[config.mk]
export PLATFORM = sky130hd
export DESIGN_NAME = rvalu_div_step
export DESIGN_NICKNAME = d
export VERILOG_FILES = /design/src/rvalu_pkg.sv /design/src/rvalu_div_step.sv
export SDC_FILE = /design/constraint.sdc
export NUM_CORES = 1
export LEC_CHECK = 0
export ABC_AREA = 0
export BUFFER_PORTS_ARGS = -buffer_cell sky130_fd_sc_hd__buf_2
export CORE_AREA = 10 10 151 153
export DETAILED_ROUTE_END_ITERATION = 8
export DIE_AREA = 0 0 161 163
export GPL_ROUTABILITY_DRIVEN = 0
export PLACE_DENSITY = 0.85
export SLEW_MARGIN = 10
export SYNTH_ARGS = -nofsm -noshare
export SYNTH_HDL_FRONTEND = slang
export SYNTH_SLANG_ARGS = --single-unit
[constraint.sdc]
create_clock -name i_clk -period 8.3 [get_ports i_clk]
set_input_delay 1.245 -clock i_clk [delete_from_list [all_inputs] [get_ports i_clk]]
set_output_delay 1.245 -clock i_clk [all_outputs]
set_load 0.005 [all_outputs]
[src/rvalu_pkg.sv]
// Package for the RV32IM integer ALU pipeline: operation codes and the item
// record that travels down the stages. No dependencies.
package rvalu_pkg;

    localparam int unsigned XLEN    = 32;
    localparam int unsigned OP_W    = 5;
    localparam int unsigned SHAMT_W = 5;

    typedef enum logic [OP_W-1:0] {
        OP_ADD    = 5'd0,
        OP_SUB    = 5'd1,
        OP_XOR    = 5'd2,
        OP_OR     = 5'd3,
        OP_AND    = 5'd4,
        OP_SLL    = 5'd5,
        OP_SRL    = 5'd6,
        OP_SRA    = 5'd7,
        OP_SLT    = 5'd8,
        OP_SLTU   = 5'd9,
        OP_MUL    = 5'd10,
        OP_MULH   = 5'd11,
        OP_MULHSU = 5'd12,
        OP_MULHU  = 5'd13,
        OP_DIV    = 5'd14,
        OP_DIVU   = 5'd15,
        OP_REM    = 5'd16,
        OP_REMU   = 5'd17
    } t_op;

    typedef struct packed {
        logic [OP_W-1:0]   op;
        logic [XLEN-1:0]   simple;
        logic              neg_q;
        logic              neg_r;
        logic              neg_p;
        logic              bz;
        logic [2*XLEN-1:0] prod;
        logic [XLEN-1:0]   quo;
        logic [XLEN-1:0]   rem;
        logic [XLEN-1:0]   dvs;
    } t_item;

endpackage

[src/rvalu_div_step.sv]
// One restoring-division stage: one quotient bit per stage.
// Depends on rvalu_pkg.
module rvalu_div_step import rvalu_pkg::*; (
    input  logic  i_clk,
    input  logic  i_rst_n,
    input  logic  i_valid,
    output logic  o_ready,
    input  t_item i_item,
    output logic  o_valid,
    input  logic  i_ready,
    output t_item o_item
);
    logic            r_valid;
    t_item           r_item;
    t_item           n_item;
    logic [XLEN:0]   trial;
    logic [XLEN:0]   diff;
    logic            ge;

    assign o_ready = ~r_valid | i_ready;
    assign o_valid = r_valid;
    assign o_item  = r_item;

    always_comb begin
        trial      = {i_item.rem, i_item.quo[XLEN-1]};
        diff       = trial - {1'b0, i_item.dvs};
        ge         = trial >= {1'b0, i_item.dvs};
        n_item     = i_item;
        n_item.rem = ge ? diff[XLEN-1:0] : trial[XLEN-1:0];
        n_item.quo = {i_item.quo[XLEN-2:0], ge};
    end

    always_ff @(posedge i_clk) begin
        if (!i_rst_n) begin
            r_valid <= 1'b0;
        end else if (o_ready) begin
            r_valid <= i_valid;
        end
    end

    always_ff @(posedge i_clk) begin
        if (o_ready && i_valid) begin
            r_item <= n_item;
        end
    end
endmodule

=== After elaboration in Yosys (flattened, before gate mapping) ===
Cells that the tools add are included.

* Register bits: 202
* Output and inout port bits: 203
* Logic and storage cells: 17

* Add/subtract/negate cells: 1
* $lt $le $gt $ge: 1
* Multiplexer cells: 1
* Bitwise gates (word level): 2
* Reductions and logical operators: 1

{| class="wikitable"
|+ Operators by type and width
! operator !! count
|-
| greater-or-equal comparator 33 x 32 -> 1 bit || 1
|-
| 2-to-1 mux 32 bit || 1
|-
| subtractor 32 bit || 1
|-
| logical AND 1 bit || 1
|-
| inverter 1 bit || 1
|-
| OR 1 bit || 1
|}

=== Longest topological paths before layout ===
Gate-level depths: netlist of the first run.

* Depth in word-level cells: 3
* Mapped depth: 13

=== Worst setup path before layout of the first run ===
No wires, ideal clock.

* Path type: in2reg
* Start point: input i_ready
* End point: register r_item, in the netlist o_item[0], enable pin
* Arrival: 5.985 ns
* Data required time: 7.713 ns
* Path slack: 1.729 ns
* Cell stages on the path: 2
* Buffers on the path: 0
* Path through: nand2b_1 -> and2_1

* Cells in the longest elaborated chain, start to end: 2

{| class="wikitable"
|+ RTL lines
! what !! RTL line !! RTL
|-
| start, declared || rvalu_div_step.sv:10 || <nowiki>input logic i_ready,</nowiki>
|-
| OR 1 bit || rvalu_div_step.sv:20 || <nowiki>assign o_ready = ~r_valid | i_ready;</nowiki>
|-
| logical AND 1 bit || rvalu_div_step.sv:42 || <nowiki>if (o_ready && i_valid) begin</nowiki>
|-
| end signal, assigned || rvalu_div_step.sv:43 || <nowiki>r_item <= n_item;</nowiki>
|-
| end, declared || rvalu_div_step.sv:14 || <nowiki>t_item r_item;</nowiki>
|}

Every way passes these cells.
A chain may end at the register's enable or synchronous reset.

==> results of run 1 <==
flip-flops by register name (all words and copies together) (netlist names):
signal / count
o_item: 201
o_valid: 1
cells in the mapped netlist (3+ instances only):
| cell | n | area [um2] |
|---|---|---|
| a211oi_1 | 3 | 22.52 |
| a21o_1 | 13 | 97.59 |
| a21oi_1 | 55 | 275.3 |
| and2_1 | 3 | 18.77 |
| buf_2 | 4 | 20.02 |
| buf_4 | 3 | 22.52 |
| clkbuf_1 | 8 | 30.03 |
| edfxtp_1 | 201 | 6036 |
| ha_1 | 32 | 400.4 |
| inv_1 | 39 | 146.4 |
| mux2_1 | 4 | 45.04 |
| mux2_2 | 6 | 67.56 |
| nand2_1 | 28 | 105.1 |
| nand2b_1 | 5 | 31.28 |
| nand3_1 | 8 | 40.04 |
| nand4_1 | 7 | 43.79 |
| nor2_1 | 37 | 138.9 |
| nor4_1 | 4 | 25.02 |
| o211ai_1 | 4 | 30.03 |
| o21a_1 | 6 | 45.04 |
| o21ai_0 | 15 | 75.07 |
| o21bai_1 | 3 | 22.52 |
| xnor2_1 | 15 | 131.4 |
| xor2_1 | 12 | 105.1 |
power by group through the flow:
stage          Combinational [mW]  Sequential, mW  Clock (mW)
2_1_floorplan               0.168            1.27           0
3_3_place_gp                0.354            1.25           0
3_5_place_dp                0.362            1.25           0
4_1_cts                     0.365            1.23        1.06
5_1_grt                     0.394            1.24        1.10
6_report                    0.363            1.23        1.04
per-stage QoR:
step	hold slack, ps	utilization, %	area [um2]	std cells
finish	541.4	57.18	11380	1256
global route	550.6	57.16	11380	1254
CTS	537.7	57.15	11380	1253
detailed placement	528.2	53.24	10600	1211
global placement	518.3	53.24	10600	1211
floorplan	536.6	-	8268	547
layout make-up:
cell class	instances	area [um2]
fillers	1625	8524
inverters	39	146.4
flip-flops and latches	202	6056
multi-input cells	291	1996
diodes	3	7.507
repair buffers	409	2064
clock inverters	16	190.2
well taps	270	337.8
clock buffers	26	586.8
how the worst max path moves through the flow:
stage                      endpoint  slack (ps)  cells after the start
4_1_cts        o_item[35]$_DFFE_PP_        3820                     12
2_1_floorplan   o_item[0]$_DFFE_PP_        1730                      2
6_report       o_item[35]$_DFFE_PP_        3790                     12
3_3_place_gp   o_item[35]$_DFFE_PP_        3350                     12
3_5_place_dp   o_item[35]$_DFFE_PP_        3280                     12
5_1_grt        o_item[35]$_DFFE_PP_        3590                     12
critical path: stages:
cell,delay (ps)
buf_2,80
inv_1,40
ha_1,450
nand4_1,230
or4_1,500
a21oi_1,130
nor3_1,100
a211oi_2,240
o21ai_2,160
o31ai_4,660
buf_4,510
mux2_2,390
kinds of logic after synthesis:
logic type,after synthesis
fa+ha+maj,33
simple gates,100
mux,12
buf+inv,54
xor+xnor,27
compound gates,119
flops,202
per-layer routing:
metal | vias up | global-route usage [%] | wire length [um]
met4 | 6 | 6.245 | 786
met1 | 3080 | 22.07 | 10120
met3 | 61 | 7.103 | 2777
li1 | 2903 | - | -
met5 | - | 0 | 37
met2 | 337 | 36.35 | 15130
==> impl_results.html, run 1 <==
<table>
<tr><th>Metric</th><th>Value</th></tr>
<tr><th colspan="2">Yosys</th></tr>
<tr><td>Fraction of the mapped netlist area in compound gates</td><td>9.065%</td></tr>
<tr><td>Cells after Synth</td><td>547</td></tr>
<tr><td>Adder and majority cell fraction of the synthesized area</td><td>5.085%</td></tr>
<tr><td>Proportion of synthesized area in mux cells</td><td>1.604%</td></tr>
<tr><td>Area share of xor/xnor cells in the synthesized design</td><td>2.860%</td></tr>
<tr><td>Number of storage elements in the synthesis netlist</td><td>202</td></tr>
<tr><td>Net count of the mapped netlist</td><td>785</td></tr>
<tr><td>Area of the mapped netlist</td><td>around 8300 um2</td></tr>
<tr><td>Simple-gate area share of the yosys netlist</td><td>5.493%</td></tr>
<tr><td>Number of enable flip-flop cells after synthesis</td><td>201</td></tr>
<tr><td>Top flip-flop cell by instance count after synthesis</td><td>edfxtp_1</td></tr>
<tr><td>Average instance area after synthesis</td><td>around 15 um2</td></tr>
<tr><td>Combinational family with the most area after synthesis</td><td>compound AO/OA/AOI/OAI gates</td></tr>
<tr><td>Portion of the post-synthesis area used by sequential elements</td><td>roughly three quarters</td></tr>
<tr><td>Count of distinct cell types in the synthesized netlist</td><td>49</td></tr>
<tr><td>Number of warnings reported in the yosys synthesis log</td><td>0</td></tr>
<tr><td>Share of flip-flops with an asynchronous set or reset</td><td>0%</td></tr>
<tr><th colspan="2">Floorplanning</th></tr>
<tr><td>Row cnt</td><td>52</td></tr>
<tr><td>Die outline height</td><td>163 um</td></tr>
<tr><td>Width of the chip</td><td>~160 um</td></tr>
<tr><td>Area of the die</td><td>26,240 um2</td></tr>
<tr><td>Boundary pin count</td><td>408</td></tr>
<tr><td>Starting Density</td><td>41.53%</td></tr>
<tr><td>Placeable core area</td><td>19,910 um2</td></tr>
<tr><th colspan="2">Clock network</th></tr>
<tr><td>Root buffer selected by CTS</td><td>clkbuf_16</td></tr>
<tr><td>Clk buf depth</td><td>3</td></tr>
<tr><td>Worst-skew pair later-pin latency</td><td>510 ps</td></tr>
<tr><td>Inserted Clock Buffers</td><td>23</td></tr>
<tr><td>Hold Buf Count CTS</td><td>0</td></tr>
<tr><td>Clock-pin slew on the worst setup and hold paths</td><td>60 ps</td></tr>
<tr><td>Post-CTS Repair Setup Buffers</td><td>0</td></tr>
<tr><td>TritonCTS clock tree</td><td>done</td></tr>
<tr><td>Post-cts resize count</td><td>0</td></tr>
<tr><td>Clk sink count</td><td>202</td></tr>
<tr><td>CTS H-tree lvls</td><td>1</td></tr>
<tr><th colspan="2">Timing</th></tr>
<tr><td>Final Cycle Share</td><td>54.31%</td></tr>
<tr><td>Max-slew headroom</td><td>33.91%</td></tr>
<tr><td>Upper clock frequency limit</td><td>221.8 MHz</td></tr>
<tr><td>Max Clock Skew</td><td>12.64 ps</td></tr>
<tr><td>Number of failing hold endpoints at the final stage</td><td>0</td></tr>
<tr><td>Setup repair after global routing missed its margin</td><td>no</td></tr>
<tr><td>Final setup violation count</td><td>0</td></tr>
<tr><td>Setup TNS</td><td>0 ps</td></tr>
<tr><td>Number of max-slew violations in the final report</td><td>0</td></tr>
<tr><td>Actual slew at the worst max-slew pin</td><td>a little under 1000 ps</td></tr>
<tr><td>Shortest clock period the worst path allows after layout</td><td>4508 ps</td></tr>
<tr><td>Post-layout worst setup margin</td><td>3792 ps</td></tr>
<tr><th colspan="2">Routing</th></tr>
<tr><td>Antenna-violating nets left</td><td>0</td></tr>
<tr><td>Via-per-instance ratio</td><td>5.085</td></tr>
<tr><td>Post-route DRC violation count</td><td>0</td></tr>
<tr><td>WL per Instance</td><td>between 20 and 25 um</td></tr>
<tr><td>Vias after detailed routing</td><td>6,387</td></tr>
<tr><td>Detailed-router iteration count before antenna repair</td><td>5</td></tr>
<tr><td>Aggregate routed wire length</td><td>roughly 29,000 um</td></tr>
<tr><td>Detailed router's first-iteration violation count</td><td>570</td></tr>
<tr><th colspan="2">Power</th></tr>
<tr><td>Final total power</td><td>2.633 mW</td></tr>
<tr><td>Internal cell power</td><td>2.006 mW</td></tr>
<tr><td>Switching Share</td><td>23.81%</td></tr>
<tr><td>Switching power summed over all nets</td><td>0.6269 mW</td></tr>
<tr><td>Combinational share of power</td><td>13.8%</td></tr>
<tr><td>Peak supply drop</td><td>0.1523 mV</td></tr>
<tr><td>Portion of total power attributed to sequential cells</td><td>between 40% and 50%</td></tr>
<tr><td>Fraction of power consumed by the clock network</td><td>39.4%</td></tr>
<tr><td>Leakage</td><td>about 5.0 nW</td></tr>
<tr><td>Power Dens Cells</td><td>231.2 nW/um2</td></tr>
<tr><th colspan="2">Setup path</th></tr>
<tr><td>Critical path startpoint category</td><td>primary input</td></tr>
<tr><td>Type of element capturing the critical path</td><td>register</td></tr>
<tr><td>Arrival time of the worst setup path</td><td>4760 ps</td></tr>
<tr><td>Crit Reg-Reg Endpoint</td><td>o_item[92]$_DFFE_PP_</td></tr>
<tr><td>Maximum fanout count along the critical path</td><td>39</td></tr>
<tr><td>Data required time of the critical path</td><td>approximately 8600 ps</td></tr>
<tr><td>Depth of the worst register-to-register path</td><td>3</td></tr>
<tr><td>Source of the critical timing path</td><td>i_item[15]</td></tr>
<tr><td>Reg-to-reg critical path startpoint</td><td>o_valid$_SDFFE_PN0N_</td></tr>
<tr><td>Path type of the worst setup path</td><td>in -&gt; reg</td></tr>
<tr><td>Flop2flop setup slack</td><td>6000 ps</td></tr>
<tr><th colspan="2">Place</th></tr>
<tr><td>HPWL after DPL</td><td>~23,000 um</td></tr>
<tr><td>Setup Slack @ Placement</td><td>3280 ps</td></tr>
<tr><td>Number of buffers inserted by port buffering</td><td>407</td></tr>
<tr><th colspan="2">Run status</th></tr>
<tr><td>Result of the run</td><td>completed</td></tr>
<tr><th colspan="2">Cells and area</th></tr>
<tr><td>Synth-to-layout area growth</td><td>37.70%</td></tr>
<tr><td>Most frequent cells in the layout</td><td>buf_2, edfxtp_1, a21oi_1</td></tr>
<tr><td>Commonest non-fill, non-tap cell in the layout</td><td>buf_2</td></tr>
<tr><td>Fraction of layout instances using a drive strength above 1</td><td>46.29%</td></tr>
<tr><td>Layout Nets</td><td>1,204</td></tr>
<tr><th colspan="2">Worst hold path</th></tr>
<tr><td>Sink of the worst hold path</td><td>o_valid$_SDFFE_PN0N_</td></tr>
<tr><td>Worst hold path stage count</td><td>2</td></tr>
<tr><td>Startpoint of the worst hold path</td><td>o_valid$_SDFFE_PN0N_</td></tr>
<tr><td>Worst min-delay path category</td><td>reg -&gt; reg</td></tr>
<tr><th colspan="2">Global route</th></tr>
<tr><td>Largest net degree at the start of global routing</td><td>about 130</td></tr>
<tr><td>Via count of the first global-routing pass</td><td>6,179</td></tr>
<tr><td>Total congestion overflow after global routing</td><td>0</td></tr>
<tr><td>Number of antenna violations at the first check in global routing</td><td>6</td></tr>
<tr><td>Wire length of the first global-routing pass</td><td>40,230 um</td></tr>
<tr><td>GRT Resource Usage Total</td><td>20.27%</td></tr>
<tr><th colspan="2">Run</th></tr>
<tr><td>Maxcap violations</td><td>0</td></tr>
</table>
Power figures use the tool's default switching activity.
==> run 2, diff against run 1 <==
--- a/config.mk
+++ b/config.mk
@@ -5,13 +5,13 @@
 export SDC_FILE = /design/constraint.sdc
 export NUM_CORES = 1
 export LEC_CHECK = 0
-export ABC_AREA = 0
+export ABC_AREA = 1
 export BUFFER_PORTS_ARGS = -buffer_cell sky130_fd_sc_hd__buf_2
-export CORE_AREA = 10 10 151 153
+export CORE_MARGIN = 10
+export CORE_UTILIZATION = 43
 export DETAILED_ROUTE_END_ITERATION = 8
-export DIE_AREA = 0 0 161 163
 export GPL_ROUTABILITY_DRIVEN = 0
-export PLACE_DENSITY = 0.85
+export PLACE_DENSITY = 0.88
 export SLEW_MARGIN = 10
 export SYNTH_ARGS = -nofsm -noshare
 export SYNTH_HDL_FRONTEND = slang
==> constraint.sdc (replaced) <==
create_clock -name i_clk -period 4.1 [get_ports i_clk]
set_input_delay 0.615 -clock i_clk [delete_from_list [all_inputs] [get_ports i_clk]]
set_output_delay 0.615 -clock i_clk [all_outputs]
set_load 0.005 [all_outputs]
==> run 2 against run 1 <==
Against the previous run:
- count of clock-buffer cells in the layout is 1 lower
- critical path depth is 3 higher
- largest cell class unchanged
- flip-flop and latch count unchanged
- via count is 22% higher
- cell count up 25%
- largest power group unchanged
- combinational power up 130%
- hold slack lost 250 ps
- clock skew increased by 9.2 ps
- sequential share of layout area decreased by 3.8 points
- synthesized cell count rose by 57%
- critical path type unchanged
==> impl_results.html, run 2 <==
<table>
<tr><th>Metric</th><th>Value</th></tr>
<tr><th colspan="2">Setup path</th></tr>
<tr><td>Most common cell type on the critical path</td><td>nand2_1</td></tr>
<tr><td>Data required time of the critical path</td><td>4330 ps (-4230 ps)</td></tr>
<tr><td>Type of element capturing the critical path</td><td>register</td></tr>
<tr><td>Critical path startpoint category</td><td>primary input</td></tr>
<tr><td>Arrival time of the worst setup path</td><td>2600 ps (-2160 ps)</td></tr>
<tr><td>Maximum fanout count along the critical path</td><td>35 (-10%)</td></tr>
<tr><td>Critical path cell sequence</td><td>buf_2, inv_1, ha_1, nand2_2, inv_1, nand2_1, nand2_1, nand2_1, nand3_2, nand2_2, nand2_2, nand2_4, nand2_8, nand2_1, o21ai_0</td></tr>
<tr><td>Buffers plus inverters on the worst setup path</td><td>3 (unchanged)</td></tr>
<tr><td>Crit-path slowest cell</td><td>ha_1</td></tr>
<tr><td>Crit Reg-Reg Endpoint</td><td>o_item[85]$_DFFE_PP_</td></tr>
<tr><td>Cell family with the largest share of critical-path delay</td><td>simple AND/OR/NAND/NOR gates</td></tr>
<tr><td>Flop2flop setup slack</td><td>2510 ps (-3490 ps)</td></tr>
<tr><td>Path type of the worst setup path</td><td>in -&gt; reg</td></tr>
<tr><td>Maximum single-stage delay on the critical path</td><td>380 ps (-280 ps)</td></tr>
<tr><td>Reg-to-reg critical path startpoint</td><td>o_valid$_SDFFE_PN0N_</td></tr>
<tr><td>Depth of the worst register-to-register path</td><td>2 (-1)</td></tr>
<tr><th colspan="2">Floorplanning</th></tr>
<tr><td>Width of the chip</td><td>166.8 um (+3.6%)</td></tr>
<tr><td>Row cnt</td><td>53 (+1.9%)</td></tr>
<tr><td>Die outline height</td><td>166.8 um (+2.3%)</td></tr>
<tr><td>Placeable core area</td><td>21,090 um2 (+5.9%)</td></tr>
<tr><td>Area of the die</td><td>27,830 um2 (+6.0%)</td></tr>
<tr><td>Boundary pin count</td><td>408 (unchanged)</td></tr>
<tr><td>Starting Density</td><td>43.95% (+2.4 points)</td></tr>
<tr><th colspan="2">Cells and area</th></tr>
<tr><td>Final non-filler cell total</td><td>1,574 (+25%)</td></tr>
<tr><td>Number of inserted filler cells in the final layout</td><td>1,837 (+13%)</td></tr>
<tr><td>Fraction of layout instances using a drive strength above 1</td><td>36.50% (-9.8 points)</td></tr>
<tr><td>Final Core Density</td><td>58.12% (+0.93 points)</td></tr>
<tr><td>Most frequent cells in the layout</td><td>buf_2, nand2_1, edfxtp_1</td></tr>
<tr><td>Commonest non-fill, non-tap cell in the layout</td><td>buf_2</td></tr>
<tr><td>Synth-to-layout area growth</td><td>32.22%</td></tr>
<tr><td>Flip-flop count of the largest register, all copies and words added</td><td>201 (unchanged)</td></tr>
<tr><td>Layout Nets</td><td>1,520 (+26%)</td></tr>
<tr><th colspan="2">Yosys</th></tr>
<tr><td>Simple-gate area share of the yosys netlist</td><td>20.23% (+15 points)</td></tr>
<tr><td>Proportion of netlist area held by the largest area contributor</td><td>65.12% (-7.9 points)</td></tr>
<tr><td>Count of distinct cell types in the synthesized netlist</td><td>31 (-37%)</td></tr>
<tr><td>Number of storage elements in the synthesis netlist</td><td>202 (unchanged)</td></tr>
<tr><td>Combinational family with the most area after synthesis</td><td>simple AND/OR/NAND/NOR gates</td></tr>
<tr><td>Number of warnings reported in the yosys synthesis log</td><td>0 (unchanged)</td></tr>
<tr><td>Cell taking the most area after synthesis</td><td>edfxtp_1</td></tr>
<tr><td>Portion of the post-synthesis area used by sequential elements</td><td>65.33% (-7.9 points)</td></tr>
<tr><td>Adder and majority cell fraction of the synthesized area</td><td>4.536% (-0.55 points)</td></tr>
<tr><td>Area share of xor/xnor cells in the synthesized design</td><td>1.323% (-1.5 points)</td></tr>
<tr><td>Fraction of the mapped netlist area in compound gates</td><td>1.458% (-7.6 points)</td></tr>
<tr><td>Top flip-flop cell by instance count after synthesis</td><td>edfxtp_1</td></tr>
<tr><td>Share of flip-flops with an asynchronous set or reset</td><td>0% (unchanged)</td></tr>
<tr><td>Cells after Synth</td><td>859 (+57%)</td></tr>
<tr><td>Most used standard cell by instance count after synthesis</td><td>nand2_1</td></tr>
<tr><td>Average instance area after synthesis</td><td>10.79 um2 (-29%)</td></tr>
<tr><td>Number of enable flip-flop cells after synthesis</td><td>201 (unchanged)</td></tr>
<tr><td>Leading post-synthesis cells by cell area</td><td>edfxtp_1, nand2_1, inv_1, ha_1, nand3_1</td></tr>
<tr><td>Area of the mapped netlist</td><td>9269 um2 (+12%)</td></tr>
<tr><td>Proportion of synthesized area in mux cells</td><td>0% (-1.6 points)</td></tr>
<tr><td>Net count of the mapped netlist</td><td>1,097 (+40%)</td></tr>
<tr><td>Synth top cells by count</td><td>nand2_1, edfxtp_1, inv_1</td></tr>
<tr><th colspan="2">Worst hold path</th></tr>
<tr><td>Worst hold path stage count</td><td>1 (-1)</td></tr>
<tr><td>Worst min-delay path category</td><td>in -&gt; reg</td></tr>
<tr><td>Startpoint of the worst hold path</td><td>i_item[139]</td></tr>
<tr><td>Sink of the worst hold path</td><td>o_item[139]$_DFFE_PP_</td></tr>
<tr><th colspan="2">Clock network</th></tr>
<tr><td>Root buffer selected by CTS</td><td>clkbuf_16</td></tr>
<tr><td>CTS H-tree lvls</td><td>1 (unchanged)</td></tr>
<tr><td>TritonCTS clock tree</td><td>done</td></tr>
<tr><td>Clk buf depth</td><td>3 (unchanged)</td></tr>
<tr><td>Clock-pin slew on the worst setup and hold paths</td><td>60 ps (about the same)</td></tr>
<tr><td>Post-CTS Repair Setup Buffers</td><td>0 (unchanged)</td></tr>
<tr><td>Clk sink count</td><td>202 (unchanged)</td></tr>
<tr><td>Worst-skew pair later-pin latency</td><td>500 ps (about the same)</td></tr>
<tr><td>Post-cts resize count</td><td>0 (unchanged)</td></tr>
<tr><td>Hold Buf Count CTS</td><td>0 (unchanged)</td></tr>
<tr><td>Inserted Clock Buffers</td><td>21 (-8.7%)</td></tr>
<tr><th colspan="2">Timing</th></tr>
<tr><td>Number of max-slew violations in the final report</td><td>0 (unchanged)</td></tr>
<tr><td>Post-route worst hold slack</td><td>289.3 ps (-252.0 ps)</td></tr>
<tr><td>Max Clock Skew</td><td>21.82 ps (+9.181 ps)</td></tr>
<tr><td>Shortest clock period the worst path allows after layout</td><td>2369 ps</td></tr>
<tr><td>Max-slew headroom</td><td>49.56% (+16 points)</td></tr>
<tr><td>Actual slew at the worst max-slew pin</td><td>756.6 ps (-234.7 ps)</td></tr>
<tr><td>Setup TNS</td><td>0 ps (unchanged)</td></tr>
<tr><td>Number of failing hold endpoints at the final stage</td><td>0 (unchanged)</td></tr>
<tr><td>Upper clock frequency limit</td><td>between 400 and 500 MHz</td></tr>
<tr><td>Setup repair after global routing missed its margin</td><td>no</td></tr>
<tr><td>Final setup violation count</td><td>0 (unchanged)</td></tr>
<tr><td>Final Cycle Share</td><td>roughly 58%</td></tr>
<tr><th colspan="2">Global route</th></tr>
<tr><td>Wire length of the first global-routing pass</td><td>47,310 um (+18%)</td></tr>
<tr><td>Largest net degree at the start of global routing</td><td>131 (unchanged)</td></tr>
<tr><td>Number of antenna violations at the first check in global routing</td><td>8 (+2)</td></tr>
<tr><td>Total congestion overflow after global routing</td><td>0 (unchanged)</td></tr>
<tr><td>Via count of the first global-routing pass</td><td>7,662 (+24%)</td></tr>
<tr><td>GRT Resource Usage Total</td><td>22.16% (+1.9 points)</td></tr>
<tr><th colspan="2">Routing</th></tr>
<tr><td>Detailed-router iteration count before antenna repair</td><td>7 (+2)</td></tr>
<tr><td>Post-route DRC violation count</td><td>0 (unchanged)</td></tr>
<tr><td>Via-per-instance ratio</td><td>4.969 (-2.3%)</td></tr>
<tr><td>Antenna-violating nets left</td><td>0 (unchanged)</td></tr>
<tr><td>WL per Instance</td><td>20.90 um (-9.0%)</td></tr>
<tr><td>Aggregate routed wire length</td><td>32,900 um (+14%)</td></tr>
<tr><td>Detailed router's first-iteration violation count</td><td>754 (+32%)</td></tr>
<tr><td>Vias after detailed routing</td><td>7,821 (+22%)</td></tr>
<tr><th colspan="2">Power</th></tr>
<tr><td>Power Dens Cells</td><td>409.4 nW/um2 (+77%)</td></tr>
<tr><td>Peak supply drop</td><td>0.1996 mV (+31%)</td></tr>
<tr><td>Leakage</td><td>6.054 nW (+21%)</td></tr>
<tr><th colspan="2">Place</th></tr>
<tr><td>Placed cell count</td><td>1,534 (+27%)</td></tr>
<tr><td>HPWL after DPL</td><td>26,930 um (+17%)</td></tr>
<tr><td>Number of buffers inserted by port buffering</td><td>407 (unchanged)</td></tr>
<tr><th colspan="2">Run</th></tr>
<tr><td>Maxcap violations</td><td>0 (unchanged)</td></tr>
<tr><th colspan="2">Run status</th></tr>
<tr><td>Result of the run</td><td>completed</td></tr>
</table>
[run 2: cell type report]
type,instances,area (um2),share of cell area [%]
Sequential cell,202,6056,49.41
Multi-Input combinational cell,493,2565,20.93
Timing Repair Buffer,410,2085,17.01
Inverter,154,590.6,4.819
Clock buffer,25,540.5,4.410
Tap cell,275,344.1,2.808
Clock inverter,12,67.56,0.5513
Antenna cell,3,7.507,0.06126
[run 2: worst max-delay path by stage]
stage,from,cells past startpoint,to
floorplan,i_ready,2,o_item[0]$_DFFE_PP_
global placement,i_item[3],15,o_item[32]$_DFFE_PP_
detailed placement,i_item[3],15,o_item[32]$_DFFE_PP_
CTS,i_item[3],15,o_item[44]$_DFFE_PP_
global route,i_item[15],15,o_item[43]$_DFFE_PP_
finish,i_item[3],15,o_item[32]$_DFFE_PP_
[run 2: stage by stage]
| stage | power, mW | instance area [um2] | setup WS, ps |
|---|---|---|---|
| floorplan | 2.967 | 9293 | -266.9 |
| global placement | 3.318 | 11640 | 1319 |
| detailed placement | 3.353 | 11640 | 1224 |
| CTS | 5.056 | 12250 | 1758 |
| global route | 5.232 | 12260 | 1487 |
| finish | 5.018 | 12260 | 1731 |
[run 2: kinds of logic (layout without fill, tap and decap cells)]
family / Yosys count / after routing
simple gates: 420 / 420
flops: 202 / 202
buf+inv: 164 / 601
fa+ha+maj: 33 / 33
compound gates: 26 / 26
xor+xnor: 14 / 14
other cells: 0 / 3
[run 2: power breakdown]
group	switching, mW	leakage [nW]	internal, mW	total, mW
clock network	0.763	0.294	0.944	1.71
logic	0.504	3.80	0.315	0.819
registers	0.0379	1.95	2.45	2.49
total	1.30	6.05	3.71	5.02
[run 2: layer usage]
metal	share of wire (%)	wire length [um]	global-route usage, %	vias to the layer above
li1	-	-	-	3651
met1	35	11630	23.93	3652
met2	52	17270	40.69	438
met3	8.6	2837	5.813	70
met4	3.4	1106	7.866	10
met5	0.19	63	0	-
==> run 3, diff against run 2 <==
--- a/config.mk
+++ b/config.mk
@@ -8,7 +8,7 @@
 export ABC_AREA = 1
 export BUFFER_PORTS_ARGS = -buffer_cell sky130_fd_sc_hd__buf_2
 export CORE_MARGIN = 10
-export CORE_UTILIZATION = 43
+export CORE_UTILIZATION = 45
 export DETAILED_ROUTE_END_ITERATION = 8
 export GPL_ROUTABILITY_DRIVEN = 0
 export PLACE_DENSITY = 0.88
==> constraint.sdc (replaced) <==
create_clock -name i_clk -period 2.5 [get_ports i_clk]
set_input_delay 0.375 -clock i_clk [delete_from_list [all_inputs] [get_ports i_clk]]
set_output_delay 0.375 -clock i_clk [all_outputs]
set_load 0.005 [all_outputs]
==> run 3 against run 2 <==
Against the previous run:
- first-iteration DRC count is 14% lower
- clock skew decreased by 3.7 ps
- clock power grew 110%
- register-to-register slack worse by 1400 ps
- worst setup slack worse by 1300 ps
- count of clock-buffer cells in the layout stayed put
- routed wire length is 1.9% lower
- critical path type unchanged
- largest power group unchanged
==> impl_results.html, run 3 (synthesis gave the netlist of run 2 again) <==
<table>
<tr><th>Metric</th><th>Value</th></tr>
<tr><th colspan="2">Run status</th></tr>
<tr><td>Result of the run</td><td>completed</td></tr>
<tr><th colspan="2">Timing</th></tr>
<tr><td>Max Clock Skew</td><td>18.16 ps (-3.665 ps)</td></tr>
<tr><td>Max-slew headroom</td><td>61.83% (+12 points)</td></tr>
<tr><td>Number of max-slew violations in the final report</td><td>0 (unchanged)</td></tr>
<tr><td>Number of failing hold endpoints at the final stage</td><td>0 (unchanged)</td></tr>
<tr><td>Setup repair after global routing missed its margin</td><td>no</td></tr>
<tr><td>Setup TNS</td><td>0 ps (unchanged)</td></tr>
<tr><td>Actual slew at the worst max-slew pin</td><td>572.6 ps (-184.1 ps)</td></tr>
<tr><td>Upper clock frequency limit</td><td>481.3 MHz</td></tr>
<tr><td>Final Cycle Share</td><td>83.10%</td></tr>
<tr><td>Shortest clock period the worst path allows after layout</td><td>2078 ps</td></tr>
<tr><td>Final setup violation count</td><td>0 (unchanged)</td></tr>
<tr><th colspan="2">Global route</th></tr>
<tr><td>Total congestion overflow after global routing</td><td>0 (unchanged)</td></tr>
<tr><td>Global Route met1 Usage</td><td>23.18% (-0.76 points)</td></tr>
<tr><td>Wire length of the first global-routing pass</td><td>45,820 um (-3.1%)</td></tr>
<tr><td>Largest net degree at the start of global routing</td><td>104 (-21%)</td></tr>
<tr><td>Fraction of met2 tracks used by global routing</td><td>41.92% (+1.2 points)</td></tr>
<tr><td>Gr busiest metal</td><td>met2</td></tr>
<tr><td>Number of antenna violations at the first check in global routing</td><td>9 (+1)</td></tr>
<tr><td>GRT Resource Usage Total</td><td>22.59% (+0.43 points)</td></tr>
<tr><td>Via count of the first global-routing pass</td><td>7,600 (-0.81%)</td></tr>
<tr><td>GR met3 Demand/Resource</td><td>7.652% (+1.8 points)</td></tr>
<tr><th colspan="2">Power</th></tr>
<tr><td>Peak supply drop</td><td>0.4962 mV (+150%)</td></tr>
<tr><td>Leakage</td><td>6.173 nW (+2.0%)</td></tr>
<tr><td>Power Dens Cells</td><td>717.1 nW/um2 (+75%)</td></tr>
<tr><th colspan="2">Cells and area</th></tr>
<tr><td>Layout Nets</td><td>1,525 (+0.33%)</td></tr>
<tr><td>Finished layout cell area</td><td>12,490 um2 (+1.9%)</td></tr>
<tr><td>Final Core Density</td><td>61.71% (+3.6 points)</td></tr>
<tr><td>Most frequent cells in the layout</td><td>buf_2, nand2_1, edfxtp_1</td></tr>
<tr><td>Fraction of layout instances using a drive strength above 1</td><td>37.07% (+0.57 points)</td></tr>
<tr><td>Flip-flop count of the largest register, all copies and words added</td><td>201 (unchanged)</td></tr>
<tr><td>Commonest non-fill, non-tap cell in the layout</td><td>buf_2</td></tr>
<tr><td>Number of inserted filler cells in the final layout</td><td>1,605 (-13%)</td></tr>
<tr><td>Synth-to-layout area growth</td><td>34.71%</td></tr>
<tr><th colspan="2">Clock network</th></tr>
<tr><td>CTS H-tree lvls</td><td>1 (unchanged)</td></tr>
<tr><td>TritonCTS clock tree</td><td>done</td></tr>
<tr><td>Post-CTS Repair Setup Buffers</td><td>0 (unchanged)</td></tr>
<tr><td>Root buffer selected by CTS</td><td>clkbuf_16</td></tr>
<tr><td>Clock-pin slew on the worst setup and hold paths</td><td>70 ps (about the same)</td></tr>
<tr><td>Hold Buf Count CTS</td><td>0 (unchanged)</td></tr>
<tr><td>Clk buf depth</td><td>3 (unchanged)</td></tr>
<tr><td>Inserted Clock Buffers</td><td>22 (+4.8%)</td></tr>
<tr><td>Worst-skew pair later-pin latency</td><td>510 ps (about the same)</td></tr>
<tr><td>Post-cts resize count</td><td>0 (unchanged)</td></tr>
<tr><td>Clk sink count</td><td>202 (unchanged)</td></tr>
<tr><th colspan="2">Setup path</th></tr>
<tr><td>Most common cell type on the critical path</td><td>nand2_1</td></tr>
<tr><td>Reg-to-reg critical path startpoint</td><td>o_valid$_SDFFE_PN0N_</td></tr>
<tr><td>Depth of the worst register-to-register path</td><td>2 (unchanged)</td></tr>
<tr><td>Crit Reg-Reg Endpoint</td><td>o_item[91]$_DFFE_PP_</td></tr>
<tr><td>Arrival time of the worst setup path</td><td>2340 ps (-260 ps)</td></tr>
<tr><td>Data required time of the critical path</td><td>2760 ps (-1570 ps)</td></tr>
<tr><td>Source of the critical timing path</td><td>i_item[18]</td></tr>
<tr><td>Type of element capturing the critical path</td><td>register</td></tr>
<tr><td>Maximum fanout count along the critical path</td><td>35 (unchanged)</td></tr>
<tr><td>Critical path cell sequence</td><td>buf_2, inv_1, ha_1, nand2_1, nand2_1, nand2_1, nand2_1, nand2_1, a21oi_1, nor2_4, nand2_8, nand2_1, nand2_1</td></tr>
<tr><td>Maximum single-stage delay on the critical path</td><td>410 ps (+30 ps)</td></tr>
<tr><td>Critical path startpoint category</td><td>primary input</td></tr>
<tr><td>Flop2flop setup slack</td><td>1060 ps (-1450 ps)</td></tr>
<tr><td>Path type of the worst setup path</td><td>in -&gt; reg</td></tr>
<tr><td>Crit-path slowest cell</td><td>nor2_4</td></tr>
<tr><th colspan="2">Routing</th></tr>
<tr><td>Vias after detailed routing</td><td>7,702 (-1.5%)</td></tr>
<tr><td>Post-route DRC violation count</td><td>0 (unchanged)</td></tr>
<tr><td>Detailed router's first-iteration violation count</td><td>645 (-14%)</td></tr>
<tr><td>WL per Instance</td><td>20.44 um (-2.2%)</td></tr>
<tr><td>Detailed-router iteration count before antenna repair</td><td>6 (-1)</td></tr>
<tr><td>Aggregate routed wire length</td><td>32,280 um (-1.9%)</td></tr>
<tr><td>Via-per-instance ratio</td><td>4.878 (-1.8%)</td></tr>
<tr><td>Antenna-violating nets left</td><td>0 (unchanged)</td></tr>
<tr><th colspan="2">Floorplanning</th></tr>
<tr><td>Width of the chip</td><td>163.5 um (-2.0%)</td></tr>
<tr><td>Die outline height</td><td>163.5 um (-2.0%)</td></tr>
<tr><td>Area of the die</td><td>26,740 um2 (-3.9%)</td></tr>
<tr><td>Boundary pin count</td><td>408 (unchanged)</td></tr>
<tr><td>Row cnt</td><td>52 (-1.9%)</td></tr>
<tr><td>Placeable core area</td><td>20,230 um2 (-4.0%)</td></tr>
<tr><td>Starting Density</td><td>45.81% (+1.9 points)</td></tr>
<tr><th colspan="2">Worst hold path</th></tr>
<tr><td>Sink of the worst hold path</td><td>o_item[130]$_DFFE_PP_</td></tr>
<tr><td>Worst min-delay path category</td><td>in -&gt; reg</td></tr>
<tr><td>Worst hold path stage count</td><td>1 (unchanged)</td></tr>
<tr><td>Startpoint of the worst hold path</td><td>i_item[130]</td></tr>
<tr><th colspan="2">Place</th></tr>
<tr><td>Number of buffers inserted by port buffering</td><td>407 (unchanged)</td></tr>
<tr><td>HPWL after DPL</td><td>25,970 um (-3.6%)</td></tr>
<tr><td>Placed Instance Area</td><td>11,680 um2 (+0.32%)</td></tr>
<tr><th colspan="2">Run</th></tr>
<tr><td>Maxcap violations</td><td>0 (unchanged)</td></tr>
</table>
-- run 3: cell types whose count changed in the layout (fill, tap and decap cells not counted), sizes merged --
cell      change
inv           +1
bufinv        +5
diode         +3
buf           +4
clkinv        -2
clkinvlp      -1
-- run 3: how the worst max path moves through the flow --
stage / to / slack, ps / cells past startpoint
finish: o_item[41]$_DFFE_PP_ / 420 / 13
global route: o_item[41]$_DFFE_PP_ / 270 / 13
CTS: o_item[42]$_DFFE_PP_ / 470 / 13
detailed placement: o_item[63]$_DFFE_PP_ / -50 / 13
global placement: o_item[32]$_DFFE_PP_ / 3 / 15
floorplan: o_item[0]$_DFFE_PP_ / -1650 / 1
-- run 3: layer usage --
metal | vias up | share of wire [%] | wire length [um]
met5 | - | 0.25 | 82
met4 | 12 | 3.1 | 1007
met3 | 63 | 10 | 3345
met2 | 387 | 52 | 16900
met1 | 3569 | 34 | 10950
li1 | 3671 | - | -
-- run 3: power breakdown --
group	leakage, nW	internal, mW	switching, mW	total (mW)
registers	1.95	4.02	0.0608	4.08
clock network	0.386	2.20	1.33	3.53
logic	3.83	0.525	0.814	1.34
-- run 3: metrics by stage --
step           power [mW]  std cells  worst slack [ps]  hold WS, ps
6_report            8.954       1579             422.4        37.61
5_1_grt             9.314       1573             271.6        25.47
4_1_cts             9.032       1573             466.5        23.80
3_5_place_dp        5.491       1533            -46.72        518.9
3_3_place_gp        5.445       1533             2.568        505.5
2_1_floorplan       4.866        859             -1651        473.9
-- run 3: area by class of cell --
| type | count | area [um2] | share of cell area [%] |
|---|---|---|---|
| Clock buffer | 25 | 583.1 | 4.670 |
| Sequential cell | 202 | 6057 | 48.51 |
| Multi-Input combinational cell | 493 | 2565 | 20.54 |
| Antenna cell | 6 | 15.01 | 0.1203 |
| Timing Repair Buffer | 414 | 2140 | 17.14 |
| Inverter | 154 | 578.1 | 4.630 |
| Tap cell | 270 | 337.8 | 2.706 |
| Clock inverter | 15 | 210.2 | 1.684 |
-- run 3: worst max-delay path, delay by kind of cell --
| kind | cells | cell delay (ps) |
|---|---|---|
| and+or+nand+nor | 9 | 1350 |
| adders and majority gates | 1 | 350 |
| buffers and inverters | 2 | 140 |
| AOI/OAI and AO/OA | 1 | 100 |
